## src/hdl/afs_pkg.sv

```systemverilog
package afs_pkg;

    // Operation codes carried by an input beat.
    localparam logic [1:0] OP_TIME = 2'd0;
    localparam logic [1:0] OP_CTRL = 2'd1;
    localparam logic [1:0] OP_LOAD = 2'd2;
    localparam logic [1:0] OP_NONE = 2'd3;

    // Configuration register indexes.
    localparam logic [1:0] CFG_FRAME_COUNT = 2'd0;
    localparam logic [1:0] CFG_REPEAT      = 2'd1;
    localparam logic [1:0] CFG_LOOP        = 2'd2;
    localparam logic [1:0] CFG_TICK_SCALE  = 2'd3;

    // Button bit positions.
    localparam int BTN_PLAY     = 0;
    localparam int BTN_RESTART  = 1;
    localparam int BTN_BACK     = 2;
    localparam int BTN_FWD      = 3;
    localparam int BTN_BACK_HLD = 4;
    localparam int BTN_FWD_HLD  = 5;

    // Depth of the command queue between front and back.
    localparam int QUEUE_DEPTH = 2;

    typedef enum logic [1:0] {
        PS_STOPPED  = 2'd0,
        PS_PLAYING  = 2'd1,
        PS_COMPLETE = 2'd2
    } play_state_t;

    typedef enum logic [1:0] {
        CMD_TIME,
        CMD_CTRL,
        CMD_LOAD,
        CMD_NOP
    } cmd_kind_t;

    typedef struct packed {
        logic [1:0]  operation;
        logic [15:0] tick_count;
        logic [5:0]  buttons;
        logic [7:0]  frame_slot;
        logic [7:0]  delay_value;
    } in_item_t;

    typedef struct packed {
        logic        show_frame;
        logic [7:0]  frame_number;
        logic [1:0]  player_state;
        logic [7:0]  loops_done;
    } out_item_t;

    typedef struct packed {
        cmd_kind_t   kind;
        logic [15:0] ticks;
        logic [5:0]  buttons;
        logic [7:0]  slot;
        logic [7:0]  delay;
    } cmd_t;

    typedef struct packed {
        logic [8:0]  frame_count;
        logic [7:0]  repeat_count;
        logic        loop_forever;
        logic [15:0] ticks_per_delay_unit;
    } cfg_t;

endpackage

```

## src/hdl/afs_front.sv

```systemverilog
module afs_front #(
    parameter int MAX_FRAMES = 256
) (
    input  logic             clk,
    input  logic             rst_n,
    input  logic             in_valid,
    output logic             in_stall,
    input  afs_pkg::in_item_t in_data,
    input  logic             q_full,
    output logic             push,
    output afs_pkg::cmd_t    push_cmd
);

    logic          front_valid_reg;
    logic          front_valid_next;
    afs_pkg::cmd_t cmd_reg;
    afs_pkg::cmd_t cmd_next;

    // The stage holds its beat only while the queue is full.
    assign in_stall = front_valid_reg & q_full;
    assign push     = front_valid_reg & ~q_full;
    assign push_cmd = cmd_reg;

    // Classify the incoming beat; loads to a slot beyond the table become no-ops.
    always_comb
    begin
        cmd_next.ticks   = in_data.tick_count;
        cmd_next.buttons = in_data.buttons;
        cmd_next.slot    = in_data.frame_slot;
        cmd_next.delay   = in_data.delay_value;
        unique case (in_data.operation)
            afs_pkg::OP_TIME: cmd_next.kind = afs_pkg::CMD_TIME;
            afs_pkg::OP_CTRL: cmd_next.kind = afs_pkg::CMD_CTRL;
            afs_pkg::OP_LOAD:
            begin
                if (32'(in_data.frame_slot) < 32'(MAX_FRAMES))
                    cmd_next.kind = afs_pkg::CMD_LOAD;
                else
                    cmd_next.kind = afs_pkg::CMD_NOP;
            end
            afs_pkg::OP_NONE: cmd_next.kind = afs_pkg::CMD_NOP;
            default:          cmd_next.kind = afs_pkg::CMD_NOP;
        endcase
    end

    assign front_valid_next = in_stall ? front_valid_reg : in_valid;

    // Stage valid flag.
    always_ff @(posedge clk or negedge rst_n)
    begin
        if (!rst_n)
            front_valid_reg <= 1'b0;
        else
            front_valid_reg <= front_valid_next;
    end

    // Stage payload.
    always_ff @(posedge clk)
    begin
        if (in_valid && !in_stall)
            cmd_reg <= cmd_next;
    end

endmodule

```

## src/hdl/afs_queue.sv

```systemverilog
module afs_queue (
    input  logic          clk,
    input  logic          rst_n,
    input  logic          push,
    input  afs_pkg::cmd_t push_cmd,
    output logic          full,
    input  logic          pop,
    output logic          not_empty,
    output afs_pkg::cmd_t head
);

    localparam int PTR_W = (afs_pkg::QUEUE_DEPTH > 1) ? $clog2(afs_pkg::QUEUE_DEPTH) : 1;
    localparam int CNT_W = $clog2(afs_pkg::QUEUE_DEPTH + 1);
    localparam logic [PTR_W-1:0] LAST_PTR = PTR_W'(afs_pkg::QUEUE_DEPTH - 1);

    afs_pkg::cmd_t    entry_reg [afs_pkg::QUEUE_DEPTH];
    logic [PTR_W-1:0] wr_ptr_reg;
    logic [PTR_W-1:0] wr_ptr_next;
    logic [PTR_W-1:0] rd_ptr_reg;
    logic [PTR_W-1:0] rd_ptr_next;
    logic [CNT_W-1:0] count_reg;
    logic [CNT_W-1:0] count_next;

    assign full      = (count_reg == CNT_W'(afs_pkg::QUEUE_DEPTH));
    assign not_empty = (count_reg != '0);
    assign head      = entry_reg[rd_ptr_reg];

    // Pointer and fill count update.
    always_comb
    begin
        wr_ptr_next = wr_ptr_reg;
        rd_ptr_next = rd_ptr_reg;
        count_next  = count_reg;
        if (push)
            wr_ptr_next = (wr_ptr_reg == LAST_PTR) ? '0 : wr_ptr_reg + 1'b1;
        if (pop)
            rd_ptr_next = (rd_ptr_reg == LAST_PTR) ? '0 : rd_ptr_reg + 1'b1;
        if (push && !pop)
            count_next = count_reg + 1'b1;
        else if (pop && !push)
            count_next = count_reg - 1'b1;
    end

    always_ff @(posedge clk or negedge rst_n)
    begin
        if (!rst_n)
        begin
            wr_ptr_reg <= '0;
            rd_ptr_reg <= '0;
            count_reg  <= '0;
        end
        else
        begin
            wr_ptr_reg <= wr_ptr_next;
            rd_ptr_reg <= rd_ptr_next;
            count_reg  <= count_next;
        end
    end

    // Entry storage.
    always_ff @(posedge clk)
    begin
        if (push)
            entry_reg[wr_ptr_reg] <= push_cmd;
    end

endmodule

```

## src/hdl/afs_back.sv

```systemverilog
module afs_back #(
    parameter int MAX_FRAMES  = 256,
    parameter int DELAY_WIDTH = 8
) (
    input  logic               clk,
    input  logic               rst_n,
    input  afs_pkg::cfg_t      cfg,
    input  logic               cmd_valid,
    input  afs_pkg::cmd_t      cmd,
    output logic               pop,
    output logic               out_valid,
    input  logic               out_stall,
    output afs_pkg::out_item_t out_data
);

    localparam int IDX_W  = (MAX_FRAMES > 1) ? $clog2(MAX_FRAMES) : 1;
    localparam int CNT_W  = $clog2(MAX_FRAMES + 1);
    localparam int FC_W   = CNT_W + 9;
    localparam int PROD_W = DELAY_WIDTH + 16;

    afs_pkg::play_state_t state_reg;
    afs_pkg::play_state_t state_next;
    logic [IDX_W-1:0]     frame_reg;
    logic [IDX_W-1:0]     frame_next;
    logic [31:0]          elapsed_reg;
    logic [31:0]          elapsed_next;
    logic [7:0]           loops_reg;
    logic [7:0]           loops_next;
    logic                 shown_next;

    logic [DELAY_WIDTH-1:0] delay_mem [MAX_FRAMES];
    logic [DELAY_WIDTH-1:0] delay_reg;
    logic [DELAY_WIDTH-1:0] load_delay;
    logic [15:0]            load_wide;
    logic [IDX_W-1:0]       load_addr;
    logic [IDX_W+7:0]       slot_wide;
    logic                   load_en;

    logic                 out_valid_reg;
    logic                 out_valid_next;
    afs_pkg::out_item_t   out_reg;
    afs_pkg::out_item_t   out_next;

    logic [FC_W-1:0]      fc_wide;
    logic [FC_W-1:0]      eff_wide;
    logic [CNT_W-1:0]     eff_count;
    logic                 fire;

    // Effective frame count is the register clamped to one up to the table size.
    assign fc_wide = FC_W'(cfg.frame_count);
    always_comb
    begin
        priority if (fc_wide == '0)
            eff_wide = FC_W'(1);
        else if (fc_wide > FC_W'(MAX_FRAMES))
            eff_wide = FC_W'(MAX_FRAMES);
        else
            eff_wide = fc_wide;
    end
    assign eff_count = eff_wide[CNT_W-1:0];

    // A command executes when the result register is free or being emptied.
    assign fire = cmd_valid & (~out_valid_reg | ~out_stall);
    assign pop  = fire;

    // Next player state from the command at the head of the queue.
    always_comb
    begin
        logic [32:0]       el_sum;
        logic [31:0]       el_sat;
        logic [PROD_W-1:0] thr;
        logic [CNT_W-1:0]  cur_p1;
        logic [7:0]        lc_inc;
        logic              step_ok;

        state_next   = state_reg;
        frame_next   = frame_reg;
        elapsed_next = elapsed_reg;
        loops_next   = loops_reg;
        shown_next   = 1'b0;
        step_ok      = 1'b0;

        el_sum = {1'b0, elapsed_reg} + 33'(cmd.ticks);
        el_sat = el_sum[32] ? '1 : el_sum[31:0];
        thr    = PROD_W'(delay_reg) * PROD_W'(cfg.ticks_per_delay_unit);
        cur_p1 = CNT_W'(frame_reg) + 1'b1;
        lc_inc = (loops_reg == 8'hFF) ? loops_reg : loops_reg + 1'b1;

        if (fire)
        begin
            unique case (cmd.kind)
                afs_pkg::CMD_TIME:
                begin
                    if (state_reg == afs_pkg::PS_PLAYING)
                    begin
                        elapsed_next = el_sat;
                        if (el_sat >= 32'(thr))
                        begin
                            if (cur_p1 >= eff_count)
                            begin
                                if (!cfg.loop_forever)
                                    loops_next = lc_inc;
                                if (!cfg.loop_forever && (lc_inc >= cfg.repeat_count))
                                begin
                                    state_next = afs_pkg::PS_COMPLETE;
                                end
                                else
                                begin
                                    frame_next   = '0;
                                    elapsed_next = '0;
                                    shown_next   = 1'b1;
                                end
                            end
                            else
                            begin
                                frame_next   = cur_p1[IDX_W-1:0];
                                elapsed_next = '0;
                                shown_next   = 1'b1;
                            end
                        end
                    end
                end
                afs_pkg::CMD_CTRL:
                begin
                    // Play and pause swap; a completed player ignores it.
                    if (cmd.buttons[afs_pkg::BTN_PLAY])
                    begin
                        if (state_next == afs_pkg::PS_PLAYING)
                            state_next = afs_pkg::PS_STOPPED;
                        else if (state_next == afs_pkg::PS_STOPPED)
                            state_next = afs_pkg::PS_PLAYING;
                    end
                    if (cmd.buttons[afs_pkg::BTN_RESTART])
                    begin
                        frame_next   = '0;
                        elapsed_next = '0;
                        shown_next   = 1'b1;
                        state_next   = afs_pkg::PS_PLAYING;
                    end
                    // Steps in button order: back, forward, back held, forward held.
                    for (int k = afs_pkg::BTN_BACK; k <= afs_pkg::BTN_FWD_HLD; k++)
                    begin
                        if (cmd.buttons[k])
                        begin
                            if ((k % 2) == 1)
                                step_ok = (CNT_W'(frame_next) + 1'b1) < eff_count;
                            else
                                step_ok = (frame_next != '0);
                            if (step_ok)
                            begin
                                if ((k % 2) == 1)
                                    frame_next = frame_next + 1'b1;
                                else
                                    frame_next = frame_next - 1'b1;
                                elapsed_next = '0;
                                shown_next   = 1'b1;
                                if (state_next == afs_pkg::PS_COMPLETE)
                                    state_next = afs_pkg::PS_STOPPED;
                            end
                        end
                    end
                end
                afs_pkg::CMD_LOAD: ;
                afs_pkg::CMD_NOP:  ;
                default: ;
            endcase
        end
    end

    // Result beat built from the updated state.
    always_comb
    begin
        slot_wide             = {8'd0, frame_next};
        out_next.show_frame   = shown_next;
        out_next.frame_number = slot_wide[7:0];
        out_next.player_state = state_next;
        out_next.loops_done   = loops_next;
    end

    assign out_valid_next = fire | (out_valid_reg & out_stall);
    assign out_valid      = out_valid_reg;
    assign out_data       = out_reg;

    // Player state and result flag.
    always_ff @(posedge clk or negedge rst_n)
    begin
        if (!rst_n)
        begin
            state_reg     <= afs_pkg::PS_STOPPED;
            frame_reg     <= '0;
            elapsed_reg   <= '0;
            loops_reg     <= '0;
            out_valid_reg <= 1'b0;
        end
        else
        begin
            state_reg     <= state_next;
            frame_reg     <= frame_next;
            elapsed_reg   <= elapsed_next;
            loops_reg     <= loops_next;
            out_valid_reg <= out_valid_next;
        end
    end

    always_ff @(posedge clk)
    begin
        if (fire)
            out_reg <= out_next;
    end

    // Delay table write data, sized to the table width.
    assign load_en    = fire & (cmd.kind == afs_pkg::CMD_LOAD);
    assign load_wide  = {8'd0, cmd.delay};
    assign load_delay = load_wide[DELAY_WIDTH-1:0];
    assign load_addr  = IDX_W'(cmd.slot);

    // The table is read at the next frame so the delay register always
    // holds the delay of the current frame; a load to that frame bypasses.
    always_ff @(posedge clk)
    begin
        if (load_en)
            delay_mem[load_addr] <= load_delay;
        if (load_en && (load_addr == frame_next))
            delay_reg <= load_delay;
        else
            delay_reg <= delay_mem[frame_next];
    end

endmodule

```

## src/hdl/animation_frame_sequencer.sv

```systemverilog
// Channel   Direction  Handshake            Payload
// in        input      in_valid / in_stall  in_data (afs_pkg::in_item_t)
// out       output     out_valid/out_stall  out_data (afs_pkg::out_item_t)
// cfg       input      cfg_write            cfg_index, cfg_data
//
// One item is taken every cycle while in_stall is low; its result passes the
// decode stage, the command queue and the result register before out_valid.
// The time step needs one 8 by 16 bit multiply, a 32-bit saturating add and
// a compare in the execute cycle; the delay of the current frame is always
// ready in a register, read from the table at the next frame address.
// Reset clears the player state and the queue and returns the configuration
// to its defaults; the delay table is not cleared. A stalled output fills the
// queue, after which in_stall rises.
module animation_frame_sequencer #(
    parameter int MAX_FRAMES  = 256,
    parameter int DELAY_WIDTH = 8
) (
    input  logic               clk,
    input  logic               rst_n,
    input  logic               in_valid,
    output logic               in_stall,
    input  afs_pkg::in_item_t  in_data,
    output logic               out_valid,
    input  logic               out_stall,
    output afs_pkg::out_item_t out_data,
    input  logic               cfg_write,
    input  logic [1:0]         cfg_index,
    input  logic [15:0]        cfg_data
);

    afs_pkg::cfg_t cfg_reg;
    afs_pkg::cfg_t cfg_next;
    logic          q_full;
    logic          q_push;
    afs_pkg::cmd_t q_push_cmd;
    logic          q_pop;
    logic          q_not_empty;
    afs_pkg::cmd_t q_head;

    // Configuration register writes.
    always_comb
    begin
        cfg_next = cfg_reg;
        if (cfg_write)
        begin
            unique case (cfg_index)
                afs_pkg::CFG_FRAME_COUNT: cfg_next.frame_count          = cfg_data[8:0];
                afs_pkg::CFG_REPEAT:      cfg_next.repeat_count         = cfg_data[7:0];
                afs_pkg::CFG_LOOP:        cfg_next.loop_forever         = cfg_data[0];
                afs_pkg::CFG_TICK_SCALE:  cfg_next.ticks_per_delay_unit = cfg_data;
                default: ;
            endcase
        end
    end

    always_ff @(posedge clk or negedge rst_n)
    begin
        if (!rst_n)
        begin
            cfg_reg.frame_count          <= 9'd1;
            cfg_reg.repeat_count         <= 8'd0;
            cfg_reg.loop_forever         <= 1'b1;
            cfg_reg.ticks_per_delay_unit <= 16'd1;
        end
        else
        begin
            cfg_reg <= cfg_next;
        end
    end

    afs_front #(
        .MAX_FRAMES (MAX_FRAMES)
    ) u_front (
        .clk      (clk),
        .rst_n    (rst_n),
        .in_valid (in_valid),
        .in_stall (in_stall),
        .in_data  (in_data),
        .q_full   (q_full),
        .push     (q_push),
        .push_cmd (q_push_cmd)
    );

    afs_queue u_queue (
        .clk       (clk),
        .rst_n     (rst_n),
        .push      (q_push),
        .push_cmd  (q_push_cmd),
        .full      (q_full),
        .pop       (q_pop),
        .not_empty (q_not_empty),
        .head      (q_head)
    );

    afs_back #(
        .MAX_FRAMES  (MAX_FRAMES),
        .DELAY_WIDTH (DELAY_WIDTH)
    ) u_back (
        .clk       (clk),
        .rst_n     (rst_n),
        .cfg       (cfg_reg),
        .cmd_valid (q_not_empty),
        .cmd       (q_head),
        .pop       (q_pop),
        .out_valid (out_valid),
        .out_stall (out_stall),
        .out_data  (out_data)
    );

endmodule

```

## config.mk

```make
export PLATFORM = sky130hd
export DESIGN_NAME = animation_frame_sequencer
export DESIGN_NICKNAME = d
export VERILOG_FILES = /design/src/hdl/afs_pkg.sv /design/src/hdl/afs_front.sv /design/src/hdl/afs_queue.sv /design/src/hdl/afs_back.sv /design/src/hdl/animation_frame_sequencer.sv
export SDC_FILE = /design/constraint.sdc
export NUM_CORES = 2
export LEC_CHECK = 0
export ABC_CLOCK_PERIOD_IN_PS = 24600
export BUFFER_PORTS_ARGS = -buffer_cell sky130_fd_sc_hd__buf_2
export CORE_MARGIN = 4
export CORE_UTILIZATION = 60
export DETAILED_ROUTE_END_ITERATION = 7
export PLACE_DENSITY_LB_ADDON = 0.12
export SLEW_MARGIN = 0
export SYNTH_ARGS = -nofsm -noshare
export SYNTH_HDL_FRONTEND = slang
export SYNTH_HIERARCHICAL = 1
export SYNTH_SLANG_ARGS = --single-unit
```

## constraint.sdc

```tcl
create_clock -name clk -period 24.6 [get_ports clk]
set_input_delay 4.92 -clock clk [delete_from_list [all_inputs] [get_ports clk]]
set_output_delay 4.92 -clock clk [all_outputs]
set_load 0.005 [all_outputs]
```

=== Word-level counts from Yosys, hierarchy flattened ===
Memories as Yosys holds them, arrays and structs flattened. A register that Yosys moved wholly into a read port is not among the register bits.
Cells that the tools add are included.

* Multiplexer cells: 116
* Add/subtract/negate cells: 13
* Equality and inequality tests: 16
* Reductions and logical operators: 23
* Magnitude comparators: 6
* Bitwise operators: 10
* Multiply operators: 1

{| class="wikitable"
|+ Operators with widths
! kind !! count
|-
| 32-bit two-way mux || 16
|-
| 8-bit two-way mux || 29
|-
| 32-bit case mux with 2 select lines || 1
|-
| 2-bit two-way mux || 31
|-
| 32-bit by 16-bit adder with 33-bit output || 1
|-
| 1-bit two-way mux || 33
|-
| 32-bit by 24-bit greater-or-equal comparator with 1-bit output || 1
|-
| 8-bit by 1-bit adder with 9-bit output, second input constant || 3
|-
| 8-bit by 1-bit adder with 8-bit output, second input constant || 3
|-
| 8-bit by 16-bit multiplier with 24-bit output || 1
|-
| 2-bit equality test, second input constant || 10
|-
| 18-bit zero test || 1
|-
| 9-bit less-than comparator || 2
|-
| 9-bit two-way mux || 2
|-
| 8-bit case mux with 2 select lines || 1
|-
| 8-bit nonzero test || 2
|-
| 8-bit by 1-bit subtractor with 8-bit output, second input constant || 2
|-
| 9-bit greater-or-equal comparator || 1
|-
| 9-bit greater-than comparator, second input constant || 1
|-
| 2-bit by 1-bit equality test with 1-bit output, second input constant || 4
|-
| 8-bit equality test, second input constant || 1
|-
| 8-bit greater-or-equal comparator || 1
|-
| 2-bit zero test || 4
|-
| 2-bit case mux with 4 select lines || 1
|-
| 14 further kinds || 33
|}

* Input bits: 63
* Word-level logic and storage cells: 209
* Memories: 2
* Register bits after elaboration: 149
* Bits in writable memories: 2128

{| class="wikitable"
|+ Memories
! name !! words !! width !! read ports !! clocked after memory_dff !! wr ports !! RTL line !! RTL
|-
| u_back.delay_mem || 256 || 8 || 1 || 1 || 1 || afs_back.sv:31 || <nowiki>logic [DELAY_WIDTH-1:0] delay_mem [MAX_FRAMES];</nowiki>
|-
| u_queue.entry_reg || 2 || 40 || 1 || 0 || 1 || afs_queue.sv:16 || <nowiki>afs_pkg::cmd_t entry_reg [afs_pkg::QUEUE_DEPTH];</nowiki>
|}

=== Longest topological paths before layout ===
* Depth after elaboration: 38
* Mapped depth: 43

=== By module ===
Netlist, hierarchy kept.

{| class="wikitable"
|+ By module, submodules not included
! module !! cells an instance !! area an instance (µm²) !! seq. area each (µm²) !! instances
|-
| afs_back || 4493 || 89736.1 || 63505.9 || 1
|-
| afs_queue || 141 || 3279.4 || 2502.4 || 1
|-
| animation_frame_sequencer || 74 || 1342.5 || 854.6 || 1
|-
| afs_front || 47 || 1266.2 || 1226.2 || 1
|}

=== Worst setup path before layout ===
OpenSTA, ideal clock, no wires.

* Kind: flip-flop to flip-flop
* Start: reg (tool-made name)
* End: reg u_back.elapsed_reg[11]
* Setup slack: 14.079 ns
* Cell stages (with the launch flop): 41
* Setup time: 0.066 ns
* Arrival time: 10.455 ns
* Data required time: 24.534 ns
* Path through: dfxtp_1 -> clkbuf_1 -> clkbuf_1 -> buf_1 -> buf_1 -> mux4_2 -> mux4_2 -> mux4_2 -> mux4_2 -> and2_1 -> fa_1 -> inv_1 -> fa_1 -> inv_1 -> fa_1 -> inv_1 -> fa_1 -> inv_1 -> (+5 left out) -> a211oi_1 -> o21ai_0 -> a31oi_1 -> xor2_1 -> ha_1 -> a21o_1 -> a21o_1 -> a21o_1 -> a21o_1 -> a211oi_1 -> o22ai_1 -> a211oi_1 -> and4_1 -> nand2_1 -> a21oi_1 -> clkbuf_1 -> clkbuf_1 -> a22o_1

{| class="wikitable"
|+ RTL lines
! element !! RTL line !! RTL
|-
| end signal: assignment || afs_back.sv:199 || <nowiki>elapsed_reg <= elapsed_next;</nowiki>
|-
| end: declaration || afs_back.sv:25 || <nowiki>logic [31:0] elapsed_reg;</nowiki>
|}

==> run summary <==
Fin crit share: 0.543
Worst-Skew Late Latency: 0.85 ns
Ports: 84
Synth Cell Area: 0.0956 sq mm
Flops & latches, synth: 2285
Placer Congestion: 0.844
Clock Pin Slew Worst Setup and Hold Paths: 0.06 ns
Grt total ovfl: 0
Via Count: 46500
Area growth from synthesis to layout: 9.96%
Die X: 407 um
Number of synthesized flops with an enable pin: 2187
Setup TNS: 0 ns
Maxcap violations: 0
I/O Buffers: 83
Largest net degree at the start of global routing: 173
Gr usage total: 0.262
Worst min path class: reg2reg
Worst slew margin: 0.0737
Row count: 146
Number of flip-flops in the largest register: 2048
CP max-delay cell: dfxtp_4
Arrival time worst endpoint: 14.09 ns
Initial antenna violation count: 4
Drt wl/cell: 30.0 um
Netlist cell types: 88
Ant diodes: 0
Drt drc: 0
Max-slew violations: 0
Worst-margin pin slew: 1.39 ns
First-pass GRT wire length: 321000 um
Most frequent CP cell: inv_1
Synth warnings: 6
Critical Path RT: 25.33 ns
Vias in the first global route: 47000
CTS buffer count: 219
Crit path buffers/inverters: 8
Clock sinks: 2285
Cts hold-fix bufs: 0
Total core area: 0.158 sq mm
CTS tree: yes
DRT antenna net count: 0
Main synth FF type: edfxtp_1
CP startpoint kind: flip-flop
CTS Root Buffer Type: clkbuf_16
Sequential-to-total area share from yosys stat: 0.712
Critical path endpoint category: flip-flop
Period minus WS final: 13.36 ns
Crit Path Max Fanout: 94
Pre-antenna DRT Iters: 8
Ys async rst share: 0.0394
CTS resizes: 0
Share of cells above drive strength 1: 0.245
CP Class: reg2reg
Initial core utilization: 0.604
Final Skew: 0.0329 ns
Crit path largest cell delay: 0.84 ns
Run status: completed
Clk buf depth: 3
Syn Nets: 5031
Syn avg cell area: 20.1 sq um
Setup-failing EPs final: 0
Mapped Cells: 4755
Post-CTS Setup Inserts: 0
Nets@finish: 5170
Hold Fails Final Rpt: 0
H-Tree Depth: 4
Die height: 407 um
Die area: 0.166 sq mm
Routed vias/inst: 6.51
Routed wire length: 214000 um
RSZ-0062 raised after global routing: no
FMAX: 74.8 MHz
DRT iter0 DRCs: 5024
Hpwl dp: 131000 um
Cell family with most CP delay: compound AO/OA/AOI/OAI gates
through the flow:
step	instances	area (sq um)	hold slack (ns)	utilization	worst slack [ns]
after floorplan	4755	95600	0.421	-	14.08
after global placement	6745	98300	0.424	0.621	11.28
after detailed placement	6745	98300	0.430	0.621	11.19
after CTS	7148	105000	0.444	0.664	11.18
after global routing	7148	105000	0.458	0.664	10.12
final	7148	105000	0.446	0.664	11.24
Yosys cell counts, types with 62 or more instances:
cell | instances | area share
edfxtp_1 | 2187 | 0.69
mux4_2 | 680 | 0.16
nor2_1 | 316 | 0.012
nand2_1 | 162 | 0.0064
inv_1 | 147 | 0.0058
clkbuf_1 | 141 | 0.0055
ha_1 | 128 | 0.017
and2_1 | 88 | 0.0058
dfrtp_1 | 87 | 0.023
fa_1 | 85 | 0.018
buf_1 | 69 | 0.0027
a21oi_1 | 62 | 0.0032
cells in the final DEF, fill, tap and decap left out, drive strengths merged, types with 36 or more instances in the layout:
cell type | Yosys | routed
xor2 | 39 | 39
o21ai | 44 | 44
a21o | 36 | 36
and2 | 89 | 89
clkinv | 2 | 89
ha | 128 | 128
nand2 | 163 | 163
nor2 | 316 | 316
edfxtp | 2187 | 2187
fa | 85 | 85
mux2 | 80 | 80
mux4 | 680 | 680
dfrtp | 87 | 87
xnor2 | 49 | 49
clkbuf | 141 | 290
a21oi | 62 | 62
buf | 87 | 146
inv | 147 | 151
worst reg2reg max path, delay by kind of cell, from the launching register on:
family / cells / cell delay (ns)
adders and majority gates: 6 / 2.57
muxes: 4 / 2.45
xor gates and xnor gates: 1 / 0.18
DFF: 1 / 0.84
and+or+nand+nor: 4 / 1.14
buffers and inverters: 8 / 2.72
AOI/OAI and AO/OA: 15 / 3.39
metal layers:
layer  track usage  part of all wire
met4        0.0707             0.026
met3        0.0465             0.082
met2         0.414              0.49
met1         0.388              0.40
met5             0          0.000061
cell families (layout without fill, tap and decap cells):
kind of cell,after synthesis,after routing,share of synthesized area
xor gates and xnor gates,89,89,0.00839
and+or+nand+nor,748,748,0.0366
DFF,2285,2285,0.712
AOI/OAI and AO/OA,273,273,0.0199
buffers and inverters,377,698,0.0160
adders and majority gates,213,213,0.0345
muxes,770,770,0.173
final timing paths:
check	from	to	slack (ns)	cells after the start
min	u_front/push_cmd[25]$_DFFE_PP_	u_queue/entry_reg[1][25]$_DFFE_PP_	0.45	0
max	flip-flop	u_back/elapsed_reg[24]$_DFFE_PN0P_	11.24	38
min in group asynchronous	rst_n	cfg_reg[11]$_DFFE_PN0P_	4.01	1
max reg2reg	flip-flop	u_back/elapsed_reg[24]$_DFFE_PN0P_	11.24	38
min reg2reg	u_front/push_cmd[25]$_DFFE_PP_	u_queue/entry_reg[1][25]$_DFFE_PP_	0.45	0
max in group asynchronous	rst_n	u_queue/rd_ptr_reg$_DFFE_PN0P_	19.36	2
area by class of cell:
class	instances	area, sq um
Sequential cell	2285	68100
Fill cell	10300	53200
Multi-Input combinational cell	2093	26100
Clock buffer	290	5840
Tap cell	2072	2590
Clock inverter	113	983
Timing Repair Buffer	146	928
Inverter	149	559
Power is left out: the tool's default activity adds up to more than one toggle a clock period on the data nets, which glitch-free logic cannot reach.
